### src/sv/auhd_pkg.sv
`timescale 1ns / 1ps

package auhd_pkg;

  localparam int unsigned BYTE_W       = 8;
  localparam int unsigned FNUM_W       = 4;
  localparam int unsigned ERR_W        = 2;
  localparam int unsigned SIZE_W       = 13;
  localparam int unsigned FTOT_W       = 12;
  localparam int unsigned SIZE_SHIFT   = 3;
  localparam int unsigned FRAMES_SHIFT = 4;

  typedef logic [BYTE_W-1:0] byte_t;
  typedef logic [FNUM_W-1:0] fnum_t;
  typedef logic [ERR_W-1:0]  err_t;

  localparam err_t ERR_NONE   = 2'd0;
  localparam err_t ERR_TRUNC  = 2'd1;
  localparam err_t ERR_FRAMES = 2'd2;

  typedef enum logic [3:0] {
    PH_LEN_HI = 4'b0001,
    PH_LEN_LO = 4'b0010,
    PH_HDR    = 4'b0100,
    PH_PAY    = 4'b1000
  } phase_e;

endpackage

### src/sv/auhd_if.sv
`timescale 1ns / 1ps

interface auhd_in_if;
  import auhd_pkg::*;

  logic  valid;
  logic  ready;
  byte_t packet_byte;
  logic  packet_end;

  modport source (output valid, output packet_byte, output packet_end, input ready);
  modport sink   (input valid, input packet_byte, input packet_end, output ready);
endinterface

interface auhd_out_if;
  import auhd_pkg::*;

  logic  valid;
  logic  ready;
  logic  has_byte;
  byte_t frame_byte;
  fnum_t frame_number;
  logic  frame_end;
  err_t  error_code;

  modport source (output valid, output has_byte, output frame_byte, output frame_number,
                  output frame_end, output error_code, input ready);
  modport sink   (input valid, input has_byte, input frame_byte, input frame_number,
                  input frame_end, input error_code, output ready);
endinterface

### src/sv/au_header_depacketizer.sv
`timescale 1ns / 1ps

// AU-header depacketizer.
// in_i carries one packet byte per word, packet_end marks the last byte.
// The first two bytes give the AU-header length in bits (frame count = length/16),
// then two bytes per frame hold the 13-bit frame size. Payload bytes then leave on
// out_o tagged with frame number and a frame_end mark on the last byte of a frame.
// error_code 1 flags a packet that ends while bytes are still expected, 2 a frame
// count above MAX_FRAMES. Header bytes, zero-size frames and trailing bytes give
// no output word except for those errors.
// Throughput: one input word per cycle while out_o is not stalled. Nonzero frame sizes
// are written in order into a size memory; the next entry is prefetched through its
// registered read port when a frame starts, so frame changes cause no stall.
// Each output word is written into the output register when its byte is accepted.
// in_i is ready while the output register is empty or being emptied, so a stall on
// out_o holds the input; a held word is never overwritten.
// Reset clears all control state but head_q; head_q and the size memory need no
// clearing since every entry is written within a packet before it is used.
module au_header_depacketizer #(
  parameter int unsigned MAX_FRAMES = 16
) (
  input  logic       clk_i,
  input  logic       rst_ni,
  auhd_in_if.sink    in_i,
  auhd_out_if.source out_o
);
  import auhd_pkg::*;

  localparam int unsigned AW = (MAX_FRAMES > 1) ? $clog2(MAX_FRAMES) : 1;
  localparam int unsigned CW = $clog2(MAX_FRAMES + 1);
  localparam int unsigned HW = $clog2(2 * MAX_FRAMES + 1);

  typedef struct packed {
    logic [AW-1:0]     idx;
    logic [SIZE_W-1:0] size;
  } entry_t;

  // control state
  phase_e            phase_q, phase_d;
  byte_t             len_hi_q, len_hi_d;
  logic [CW-1:0]     ftot_q, ftot_d;
  logic [HW-1:0]     hb_q, hb_d;
  logic [CW-1:0]     nz_q, nz_d;
  logic [CW-1:0]     cur_k_q, cur_k_d;
  logic [AW-1:0]     cur_idx_q, cur_idx_d;
  logic [SIZE_W-1:0] left_q, left_d;
  logic              drop_q, drop_d;
  entry_t            head_q, head_d;

  // output register
  logic  out_valid_q, out_valid_d;
  logic  has_q, has_d;
  byte_t fb_q, fb_d;
  fnum_t fn_q, fn_d;
  logic  fe_q, fe_d;
  err_t  err_q, err_d;

  // size memory
  entry_t        mem [MAX_FRAMES];
  entry_t        rdata_q;
  entry_t        wentry;
  logic          we;
  logic [AW-1:0] waddr;
  logic          want_rd;
  logic [CW:0]   rd_k;
  logic          rd_en;
  logic [AW-1:0] raddr;

  logic              accept;
  logic              emit;
  logic [FTOT_W-1:0] total12;
  logic [SIZE_W-1:0] size13;
  logic [HW-1:0]     hb_next;
  logic [CW-1:0]     nz_new;
  logic [CW-1:0]     next_k;
  entry_t            first;

  assign in_i.ready = !out_valid_q || out_o.ready;
  assign accept     = in_i.valid && in_i.ready;

  assign total12 = FTOT_W'({len_hi_q, in_i.packet_byte} >> FRAMES_SHIFT);
  assign size13  = SIZE_W'({len_hi_q, in_i.packet_byte} >> SIZE_SHIFT);
  assign hb_next = hb_q + 1'b1;
  assign nz_new  = nz_q + CW'(we);
  assign next_k  = cur_k_q + 1'b1;
  assign first   = (we && (nz_q == '0)) ? wentry : head_q;

  always_comb begin
    phase_d   = phase_q;
    len_hi_d  = len_hi_q;
    ftot_d    = ftot_q;
    hb_d      = hb_q;
    nz_d      = nz_q;
    cur_k_d   = cur_k_q;
    cur_idx_d = cur_idx_q;
    left_d    = left_q;
    drop_d    = drop_q;
    head_d    = head_q;
    we        = 1'b0;
    waddr     = AW'(nz_q);
    wentry    = '{idx: AW'(hb_q >> 1), size: size13};
    want_rd   = 1'b0;
    rd_k      = '0;
    emit      = 1'b0;
    has_d     = 1'b0;
    fb_d      = '0;
    fn_d      = '0;
    fe_d      = 1'b0;
    err_d     = ERR_NONE;

    if (accept && !drop_q) begin
      unique case (phase_q)
        PH_LEN_HI: begin
          len_hi_d = in_i.packet_byte;
          phase_d  = PH_LEN_LO;
        end
        PH_LEN_LO: begin
          hb_d = '0;
          nz_d = '0;
          if (total12 > FTOT_W'(MAX_FRAMES)) begin
            err_d  = ERR_FRAMES;
            emit   = 1'b1;
            drop_d = 1'b1;
          end else if (total12 == '0) begin
            drop_d = 1'b1;
          end else begin
            ftot_d  = CW'(total12);
            phase_d = PH_HDR;
          end
        end
        PH_HDR: begin
          if (!hb_q[0]) begin
            len_hi_d = in_i.packet_byte;
          end else if (size13 != '0) begin
            // only nonzero frames are stored, packed in order
            we   = 1'b1;
            nz_d = nz_new;
            if (nz_q == '0) head_d = wentry;
          end
          hb_d = hb_next;
          if ((HW + 1)'(hb_next) >= (HW + 1)'({ftot_q, 1'b0})) begin
            if (nz_new == '0) begin
              drop_d = 1'b1;
            end else begin
              phase_d   = PH_PAY;
              cur_k_d   = '0;
              cur_idx_d = first.idx;
              left_d    = first.size;
              want_rd   = 1'b1;
              rd_k      = (CW + 1)'(1);
            end
          end
        end
        PH_PAY: begin
          emit   = 1'b1;
          has_d  = 1'b1;
          fb_d   = in_i.packet_byte;
          fn_d   = FNUM_W'(cur_idx_q);
          left_d = left_q - 1'b1;
          if (left_q == SIZE_W'(1)) begin
            fe_d = 1'b1;
            if (next_k < nz_q) begin
              cur_k_d   = next_k;
              cur_idx_d = rdata_q.idx;
              left_d    = rdata_q.size;
              want_rd   = 1'b1;
              rd_k      = (CW + 1)'(next_k) + 1'b1;
            end else begin
              drop_d = 1'b1;
            end
          end
        end
        default: phase_d = PH_LEN_HI;
      endcase
    end

    if (accept && in_i.packet_end) begin
      if (!drop_d) begin
        err_d = ERR_TRUNC;
        emit  = 1'b1;
      end
      phase_d   = PH_LEN_HI;
      len_hi_d  = '0;
      ftot_d    = '0;
      hb_d      = '0;
      nz_d      = '0;
      cur_k_d   = '0;
      cur_idx_d = '0;
      left_d    = '0;
      drop_d    = 1'b0;
    end

    out_valid_d = emit ? 1'b1 : (out_valid_q && !out_o.ready);
  end

  assign rd_en = accept && want_rd && (rd_k < (CW + 1)'(MAX_FRAMES));
  assign raddr = AW'(rd_k);

  always_ff @(posedge clk_i) begin
    if (we) mem[waddr] <= wentry;
    if (rd_en) begin
      if (we && (waddr == raddr)) rdata_q <= wentry;
      else                         rdata_q <= mem[raddr];
    end
  end

  always_ff @(posedge clk_i or negedge rst_ni) begin
    if (!rst_ni) begin
      phase_q     <= PH_LEN_HI;
      len_hi_q    <= '0;
      ftot_q      <= '0;
      hb_q        <= '0;
      nz_q        <= '0;
      cur_k_q     <= '0;
      cur_idx_q   <= '0;
      left_q      <= '0;
      drop_q      <= 1'b0;
      out_valid_q <= 1'b0;
    end else begin
      phase_q     <= phase_d;
      len_hi_q    <= len_hi_d;
      ftot_q      <= ftot_d;
      hb_q        <= hb_d;
      nz_q        <= nz_d;
      cur_k_q     <= cur_k_d;
      cur_idx_q   <= cur_idx_d;
      left_q      <= left_d;
      drop_q      <= drop_d;
      out_valid_q <= out_valid_d;
    end
  end

  always_ff @(posedge clk_i) begin
    head_q <= head_d;
    if (emit) begin
      has_q <= has_d;
      fb_q  <= fb_d;
      fn_q  <= fn_d;
      fe_q  <= fe_d;
      err_q <= err_d;
    end
  end

  assign out_o.valid        = out_valid_q;
  assign out_o.has_byte     = has_q;
  assign out_o.frame_byte   = fb_q;
  assign out_o.frame_number = fn_q;
  assign out_o.frame_end    = fe_q;
  assign out_o.error_code   = err_q;

  a_nz_bound: assert property (@(posedge clk_i) disable iff (!rst_ni)
    nz_q <= CW'(MAX_FRAMES))
    else $error("stored frame count above table size");

  a_pay_left: assert property (@(posedge clk_i) disable iff (!rst_ni)
    (phase_q == PH_PAY && !drop_q) |-> (left_q != '0 && cur_k_q < nz_q))
    else $error("payload phase without a live frame");

  a_end_clear: assert property (@(posedge clk_i) disable iff (!rst_ni)
    (accept && in_i.packet_end) |=> (phase_q == PH_LEN_HI && !drop_q))
    else $error("packet end did not return to length phase");

  a_no_loss: assert property (@(posedge clk_i) disable iff (!rst_ni)
    (out_valid_q && !out_o.ready) |-> !in_i.ready)
    else $error("input taken while output word is held");

endmodule
### src/flat_wrapper.sv
// flat-port wrapper written by rule: the top's interface ports become plain ports
module au_header_depacketizer_flat import auhd_pkg::*;
#(
  parameter int unsigned MAX_FRAMES = 16
)
  (clk_i, rst_ni, in_i_valid, in_i_packet_byte, in_i_packet_end, in_i_ready, out_o_valid, out_o_has_byte, out_o_frame_byte, out_o_frame_number, out_o_frame_end, out_o_error_code, out_o_ready);
  auhd_in_if in_i_i ();
  auhd_out_if out_o_i ();
  input  logic clk_i;
  input  logic rst_ni;
  input wire logic [$bits(in_i_i.valid)-1:0] in_i_valid;
  input wire logic [$bits(in_i_i.packet_byte)-1:0] in_i_packet_byte;
  input wire logic [$bits(in_i_i.packet_end)-1:0] in_i_packet_end;
  output wire logic [$bits(in_i_i.ready)-1:0] in_i_ready;
  output wire logic [$bits(out_o_i.valid)-1:0] out_o_valid;
  output wire logic [$bits(out_o_i.has_byte)-1:0] out_o_has_byte;
  output wire logic [$bits(out_o_i.frame_byte)-1:0] out_o_frame_byte;
  output wire logic [$bits(out_o_i.frame_number)-1:0] out_o_frame_number;
  output wire logic [$bits(out_o_i.frame_end)-1:0] out_o_frame_end;
  output wire logic [$bits(out_o_i.error_code)-1:0] out_o_error_code;
  input wire logic [$bits(out_o_i.ready)-1:0] out_o_ready;
  assign in_i_i.valid = in_i_valid;
  assign in_i_i.packet_byte = in_i_packet_byte;
  assign in_i_i.packet_end = in_i_packet_end;
  assign in_i_ready = in_i_i.ready;
  assign out_o_valid = out_o_i.valid;
  assign out_o_has_byte = out_o_i.has_byte;
  assign out_o_frame_byte = out_o_i.frame_byte;
  assign out_o_frame_number = out_o_i.frame_number;
  assign out_o_frame_end = out_o_i.frame_end;
  assign out_o_error_code = out_o_i.error_code;
  assign out_o_i.ready = out_o_ready;
  au_header_depacketizer #(.MAX_FRAMES(MAX_FRAMES)) u_core (.clk_i(clk_i), .rst_ni(rst_ni), .in_i(in_i_i), .out_o(out_o_i));
endmodule
### config.mk
export PLATFORM = sky130hd
export DESIGN_NAME = au_header_depacketizer_flat
export DESIGN_NICKNAME = d
export VERILOG_FILES = /design/src/sv/auhd_pkg.sv /design/src/sv/auhd_if.sv /design/src/sv/au_header_depacketizer.sv /design/src/flat_wrapper.sv
export SDC_FILE = /design/constraint.sdc
export NUM_CORES = 1
export LEC_CHECK = 0
export BUFFER_PORTS_ARGS = -buffer_cell sky130_fd_sc_hd__buf_2
export CAP_MARGIN = 20
export CORE_ASPECT_RATIO = 1.2
export CORE_MARGIN = 1.5
export CORE_UTILIZATION = 30
export CTS_CLUSTER_SIZE = 20
export DETAILED_ROUTE_END_ITERATION = 10
export PLACE_DENSITY = 0.46
export SYNTH_ARGS = -nofsm -noshare
export SYNTH_HDL_FRONTEND = slang
export SYNTH_SLANG_ARGS = --single-unit
export TNS_END_PERCENT = 30
### constraint.sdc
create_clock -name clk_i -period 4.9 [get_ports clk_i]
set_input_delay 0 -clock clk_i [delete_from_list [all_inputs] [get_ports clk_i]]
set_output_delay 0 -clock clk_i [all_outputs]
set_load 0.03 [all_outputs]
# Word level (Yosys, flattened, before mapping)
# Memories as Yosys holds them, arrays and structs flattened. A register that Yosys moved wholly into a read port is not among the register bits.
# Cells that the tools add are included.
totals:
  latch_bits: 0
  out_inout_bits: 18
  romBits: 0
  reg_bits: 85
  ram_bits: 272
  elab_cells: 159
  mem_count: 1
  in_bits: 13
memory_table:
  columns: ["name", "depth", "width", "read_ports", "rd_clocked_by_memory_dff", "write_ports", "line", "text"]
  rows:
  - ["u_core.mem", 16, 17, 1, 1, 1, "au_header_depacketizer.sv:59", "entry_t mem [MAX_FRAMES];"]
op_classes:
  n_bitwise: 0
  div_mod_pow: 0
  n_shift: 0
  n_mul: 0
  eq_ne: 17
  n_reduce_logical: 29
  n_addsub: 5
  n_lt_le_gt_ge: 4
  n_mux: 86
ops:
  columns: ["op", "n"]
  rows:
  - ["$mux 13", 6]
  - ["$mux 5", 15]
  - ["$mux 4", 12]
  - ["$mux 6", 6]
  - ["$mux 1", 27]
  - ["$pmux 13 s2", 1]
  - ["$mux 8", 3]
  - ["$pmux 6 s2", 2]
  - ["$pmux 5 s2", 2]
  - ["$mux 17", 1]
  - ["$pmux 4 s4", 1]
  - ["$pmux 8 s2", 1]
  - ["$ne 3x1->1 const B", 5]
  - ["$eq 13x1->1 const B", 1]
  - ["$reduce_bool 13->1", 1]
  - ["$sub 13x1->13 const B", 1]
  - ["$gt 12x5->1 const B", 1]
  - ["$logic_not 12->1", 1]
  - ["$ne 3x3->1 const B", 4]
  - ["$reduce_and 4->1", 3]
  - ["$reduce_and 6->1", 2]
  - ["$logic_not 5->1", 2]
  - ["$mux 2", 5]
  - ["$reduce_bool 3->1", 3]
  - ["23 further kinds", 35]

# Depth between registers and ports, before layout
depth:
  ltp_word: 14
  ltp_mapped: 18
  depth_no_buf: 13

# Worst setup path before layout
# OpenSTA, ideal clock, no wires.
synth_path:
  kind: "register to register"
  from: "reg u_core.phase_q[1]"
  to: "reg u_core.rdata_q[10] (netlist name)"
  synth_period_minus_slack_ns: 4.403
  n_path_buf: 4
  t_arrival_ns: 4.142
  setup_time_ns: 0.261
  path_stages_with_launch: 18
  required_ns: 4.639
  setup_slack_ns: 0.497
  cell_sequence: "dfrtp_1 clkbuf_1 or4b_1 nor3_1 o311a_1 buf_2 ha_1 ha_1 nor2_1 nor4b_1 a41o_1 o31ai_1 buf_2 xnor2_1 o41ai_4 buf_6 nor3_1 a221o_1"
synth_via:
  elab_chain_len: 11
  elab_cells_between_ends: 17
  cone_classes: "add/sub: 1; order compare: 1; eq/ne: 2; mux: 10; reduce/logical: 3"
synth_rtl:
  columns: ["item", "line", "text"]
  rows:
  - ["start: declaration", "au_header_depacketizer.sv:39", "phase_e phase_q, phase_d;"]
  - ["start signal: assignment", "au_header_depacketizer.sv:220", "phase_q <= phase_d;"]
  - ["$eq 4x3->1", "au_header_depacketizer.sv:112", "unique case (phase_q)"]
  - ["$mux 1", "au_header_depacketizer.sv:112", null]
  - ["$mux 1", "au_header_depacketizer.sv:111", "if (accept && !drop_q) begin"]
  - ["$add 5x1->5", "au_header_depacketizer.sv:84", "assign nz_new = nz_q + CW'(we);"]
  - ["$logic_not 5->1", "au_header_depacketizer.sv:142", "if (nz_new == '0) begin"]
  - ["$mux 1", "au_header_depacketizer.sv:142", null]
  - ["$mux 6 or $mux 1 (tied branches)", "au_header_depacketizer.sv:141", "if ((HW + 1)'(hb_next) >= (HW + 1)'({ftot_q, 1'b0})) begin"]
  - ["$pmux 6 s2 or $pmux 1 s2 (tied branches)", "au_header_depacketizer.sv:112", null]
  - ["$mux 6 or $mux 1 (tied branches)", "au_header_depacketizer.sv:111", null]
  - ["$lt 6x5->1 or $logic_and 1x1->1 (tied branches)", "au_header_depacketizer.sv:196", "assign rd_en = accept && want_rd && (rd_k < (CW + 1)'(MAX_FRAMES));"]
  - ["$logic_and 1x1->1", "au_header_depacketizer.sv:196", null]
# Several ways; a longest one is shown, not always the timed one.
# A chain may end at the register's enable or synchronous reset.

# Final worst setup path
layout_path:
  from: "reg u_core.phase_q[3]"
  to: "reg u_core.rdata_q[0] (netlist name)"
layout_via:
  elab_chain_len: 11
  elab_cells_between_ends: 17
  cone_classes: "add/sub: 1; order compare: 1; eq/ne: 2; mux: 10; reduce/logical: 3"
layout_rtl:
  columns: ["item", "line"]
  rows:
  - ["$eq 4x3->1", "au_header_depacketizer.sv:112"]
  - ["$mux 1", "au_header_depacketizer.sv:112"]
  - ["$mux 1", "au_header_depacketizer.sv:111"]
  - ["$add 5x1->5", "au_header_depacketizer.sv:84"]
  - ["$logic_not 5->1", "au_header_depacketizer.sv:142"]
  - ["$mux 1", "au_header_depacketizer.sv:142"]
  - ["$mux 6 or $mux 1 (tied branches)", "au_header_depacketizer.sv:141"]
  - ["$pmux 6 s2 or $pmux 1 s2 (tied branches)", "au_header_depacketizer.sv:112"]
  - ["$mux 6 or $mux 1 (tied branches)", "au_header_depacketizer.sv:111"]
  - ["$lt 6x5->1 or $logic_and 1x1->1 (tied branches)", "au_header_depacketizer.sv:196"]
  - ["$logic_and 1x1->1", "au_header_depacketizer.sv:196"]
# Several ways; a longest one is shown, not always the timed one.

==> summary.txt <==
Detailed routing
  • 1st-iter DRT viols: 685
  • Routed Antenna Nets: 0
  • Via Count: 9774
  • Routed length per instance: 23.4 um
  • Routed wire length: 45400 um
  • # DRC: 0
  • DRT Pass-1 Iters: 4
  • Vias/cell: 5.03

Synth
  • Post-synth EDFFs: 322
  • Share of flip-flops with an asynchronous set or reset: 13.9%
  • Area leader, netlist: edfxtp_1
  • Primary FF master, synth: edfxtp_1
  • Yosys warnings: 0
  • Sequential share of the synthesized area: 67.8%
  • Most numerous cell in the Yosys netlist: edfxtp_1
  • Syn_area_per_cell: 14.7 um^2
  • Top cell type's share of synthesized area: 59.7%
  • Post-Syn Nets: 1128
  • Synthesized instance count: 1099
  • Synth area leaders: edfxtp_1, dfrtp_1, mux2i_1
  • Mapped cell area: 16200 um^2
  • Distinct cell type count after synthesis: 65
  • List of most frequent post-synthesis cells: edfxtp_1, mux2i_1, nand2_1
  • Synthesis-stage register bit count: 374

STA
  • Fin crit period: 4.62 ns
  • Worst-margin pin slew: 0.959 ns
  • Final period util: 94.3%
  • Slew HR: 35.7%
  • Fin. max-slew vios: 0
  • Final setup viols: 0
  • Clock Skew: 0.0197 ns
  • RSZ-0062 raised after global routing: no
  • Hold Vio Cnt, Final: 0
  • Fmax achieved: 216 MHz
  • PnR worst setup slack: 0.278 ns
  • Setup_tns: 0 ns

Layout
  • Layout filler cell count: 5147
  • Final core utilization: 35.8%
  • Multi-input logic area: 4990 um^2
  • Share of cells above drive strength 1: 20.8%
  • Area growth from synthesis to layout: 18.5%
  • Register area: 11000 um^2
  • Fin cells: 1943
  • Final net count: 1226

Clock tree
  • TritonCTS clock tree: done
  • Clk sink count: 374
  • Clk_lat worst skew: 0.59 ns
  • Clock Tree Buf Depth: 3
  • Number of buffers created by CTS: 42
  • CTS H-tree lvls: 2
  • Clock-pin slew of the registers on the worst-case setup and hold paths: 0.06 ns
  • CTS root buf: clkbuf_16
  • Post-CTS setup buffers: 0

Worst setup path
  • Crit Path Category: flip-flop to flip-flop
  • Top Family by Delay on Critical Path: compound AO/OA/AOI/OAI gates
  • CP Launch Type: flip-flop
  • Setup crit end kind: flip-flop
  • Crit-path max cell delay: 0.59 ns
  • Crit-path cells: or4b_1 -> nor3_2 -> o311a_1 -> ha_1 -> ha_1 -> nor2_1 -> nor4b_2 -> a41o_1 -> o31ai_4 -> buf_4 -> buf_12 -> mux2_2 -> o22ai_1 -> nor3_1 -> buf_4 -> a221o_1
  • Slowest cell on crit path: or4b_1
  • Critical Path AT: 4.94 ns
  • CP Data Required Time: 5.22 ns
  • Worst Path Max Fanout: 32
  • Buffer and inverter count on the worst path: 3

Floorplan
  • Starting Density: 30.2%
  • Core region area: 53500 um^2
  • # IOs: 31
  • Die H: 257 um
  • Die area: 55400 um^2
  • Row count: 93
  • Die width: 215 um

GRT
  • Largest net degree at the start of global routing: 53
  • Gr usage total: 16.5%
  • Vias in the first global route: 9883
  • First-pass GRT wire length: 67000 um
  • Total grt overflow: 0
  • Initial antenna violation count: 2

Pwr
  • Pwr Density: 427 nW/um^2
  • Leak: 0.00676 uW
  • Worst ir drop on vdd: 246 uV
  • Pwr Total: 8180 uW

Run status
  • Status: finished, final reports clean

Flow run
  • Max-Cap Viols: 0

Place
  • Port buffer count: 30
  • Placed Cells: 1853
  • Post-detail-place hpwl: 28200 um
  • Setup WS pre-CTS: 0.103 ns
  • Routability congestion estimate from global placement: 0.796

Hold path
  • Hold Path Class: input pin to flip-flop
-- cells in the final DEF (no fill, tap or decap), types with 15 or more instances in the layout --
cell type  Yosys  routed
a21oi_1       26      26
a221o_1       16      16
a22o_1        19      19
a31oi_1       16      16
and3_1        15      15
buf_2         18      30
buf_4          0      69
clkbuf_16      0      43
clkinv_1       0      15
dfrtp_1       51      51
edfxtp_1     322     322
ha_1          16      16
inv_1         20      20
mux2_2        50      50
mux2i_1      120     120
nand2_1       66      66
nand3_1       16      16
nor2_1        52      44
nor3_1        23      21
o21ai_0       33      33
o221a_2       15      15
o22ai_1       32      27
xnor2_1       17      17
-- state kept, by name, summed over array words and instances, names as in the netlist --
signal	flops
u_core.nz_q	5
u_core.hb_q	6
u_core.drop_q	1
u_core.out_o.error_code	2
u_core.out_o.has_byte	1
u_core.ftot_q	5
u_core.phase_q	4
u_core.left_q	13
u_core.mem	272
u_core.out_o.valid	1
u_core.rdata_q	17
u_core.out_o.frame_number	4
u_core.cur_k_q	5
u_core.cur_idx_q	4
u_core.head_q	17
u_core.out_o.frame_byte	8
u_core.out_o.frame_end	1
u_core.len_hi_q	8
-- worst paths after layout --
path	cells after the start	endpoint	slack [ns]	from
setup / recovery	16	u_core.rdata_q[0]$_DFFE_PP_	0.28	u_core.phase_q[3]$_DFFE_PN0P_
max in group asynchronous	3	u_core.drop_q$_DFF_PN0_	4.32	rst_ni
min in group asynchronous	3	u_core.ftot_q[0]$_DFFE_PN0P_	0.10	rst_ni
hold / removal	2	u_core.head_q[0]$_DFFE_PP_	0.03	in_i_packet_byte[3]
hold reg to reg	1	u_core.cur_idx_q[1]$_DFFE_PN0P_	0.50	u_core.cur_idx_q[1]$_DFFE_PN0P_
setup reg to reg	16	u_core.rdata_q[0]$_DFFE_PP_	0.28	u_core.phase_q[3]$_DFFE_PN0P_
-- area by class of cell --
type                       count  area share, %
timing repair buffer         115           4.58
clock buffer                  51           5.77
tap                          712           4.65
inverter                      20          0.392
sequential                   374           57.2
antenna                        1         0.0131
clock inverter                26           1.33
multi-input combinational    644           26.0
-- routing by layer --
metal  routed length (um)  track usage [%]
met1                19700             20.8
met2                23400             29.3
met3                 1470             2.40
met4                  842             4.43
met5                    0                0
-- repair_timing --
item / CTS / global route
hold endpoints to repair: 118 / 0
resized for setup: 0 / 7
hold buffers: 11 / 0
setup endpoints to repair: 0 / 12
-- cells by family (layout without fill, tap and decap cells) --
logic type / Yosys count / count (layout) / synth area share (%)
multiplexers: 170 / 170 / 10.9
other: 0 / 1 / 0
AND/OR/NAND/NOR: 217 / 217 / 6.73
buffers and inverters: 81 / 212 / 2.06
AO/OA/AOI/OAI: 214 / 214 / 9.81
flip-flops: 374 / 374 / 67.8
XOR/XNOR: 27 / 27 / 1.46
adder cells (fa/ha/maj): 16 / 16 / 1.24
-- power by group --
part           total, uW  leakage [uW]  internal (uW)  switching [uW]
Clock               3160      0.000663           1870            1290
Sequential          3900       0.00369           3770             134
Combinational       1120       0.00241            369             756
Total               8180       0.00676           6000            2180
-- through the flow --
stage                     instance area (um^2)  hold WS, ns
final                                    19200       0.0312
after global routing                     19200      0.00581
after CTS                                19100      0.00204
after detailed placement                 17600        0.194
after global placement                   17600        0.199
after floorplan                          16200       -0.296
Power figures use the tool's default switching activity.
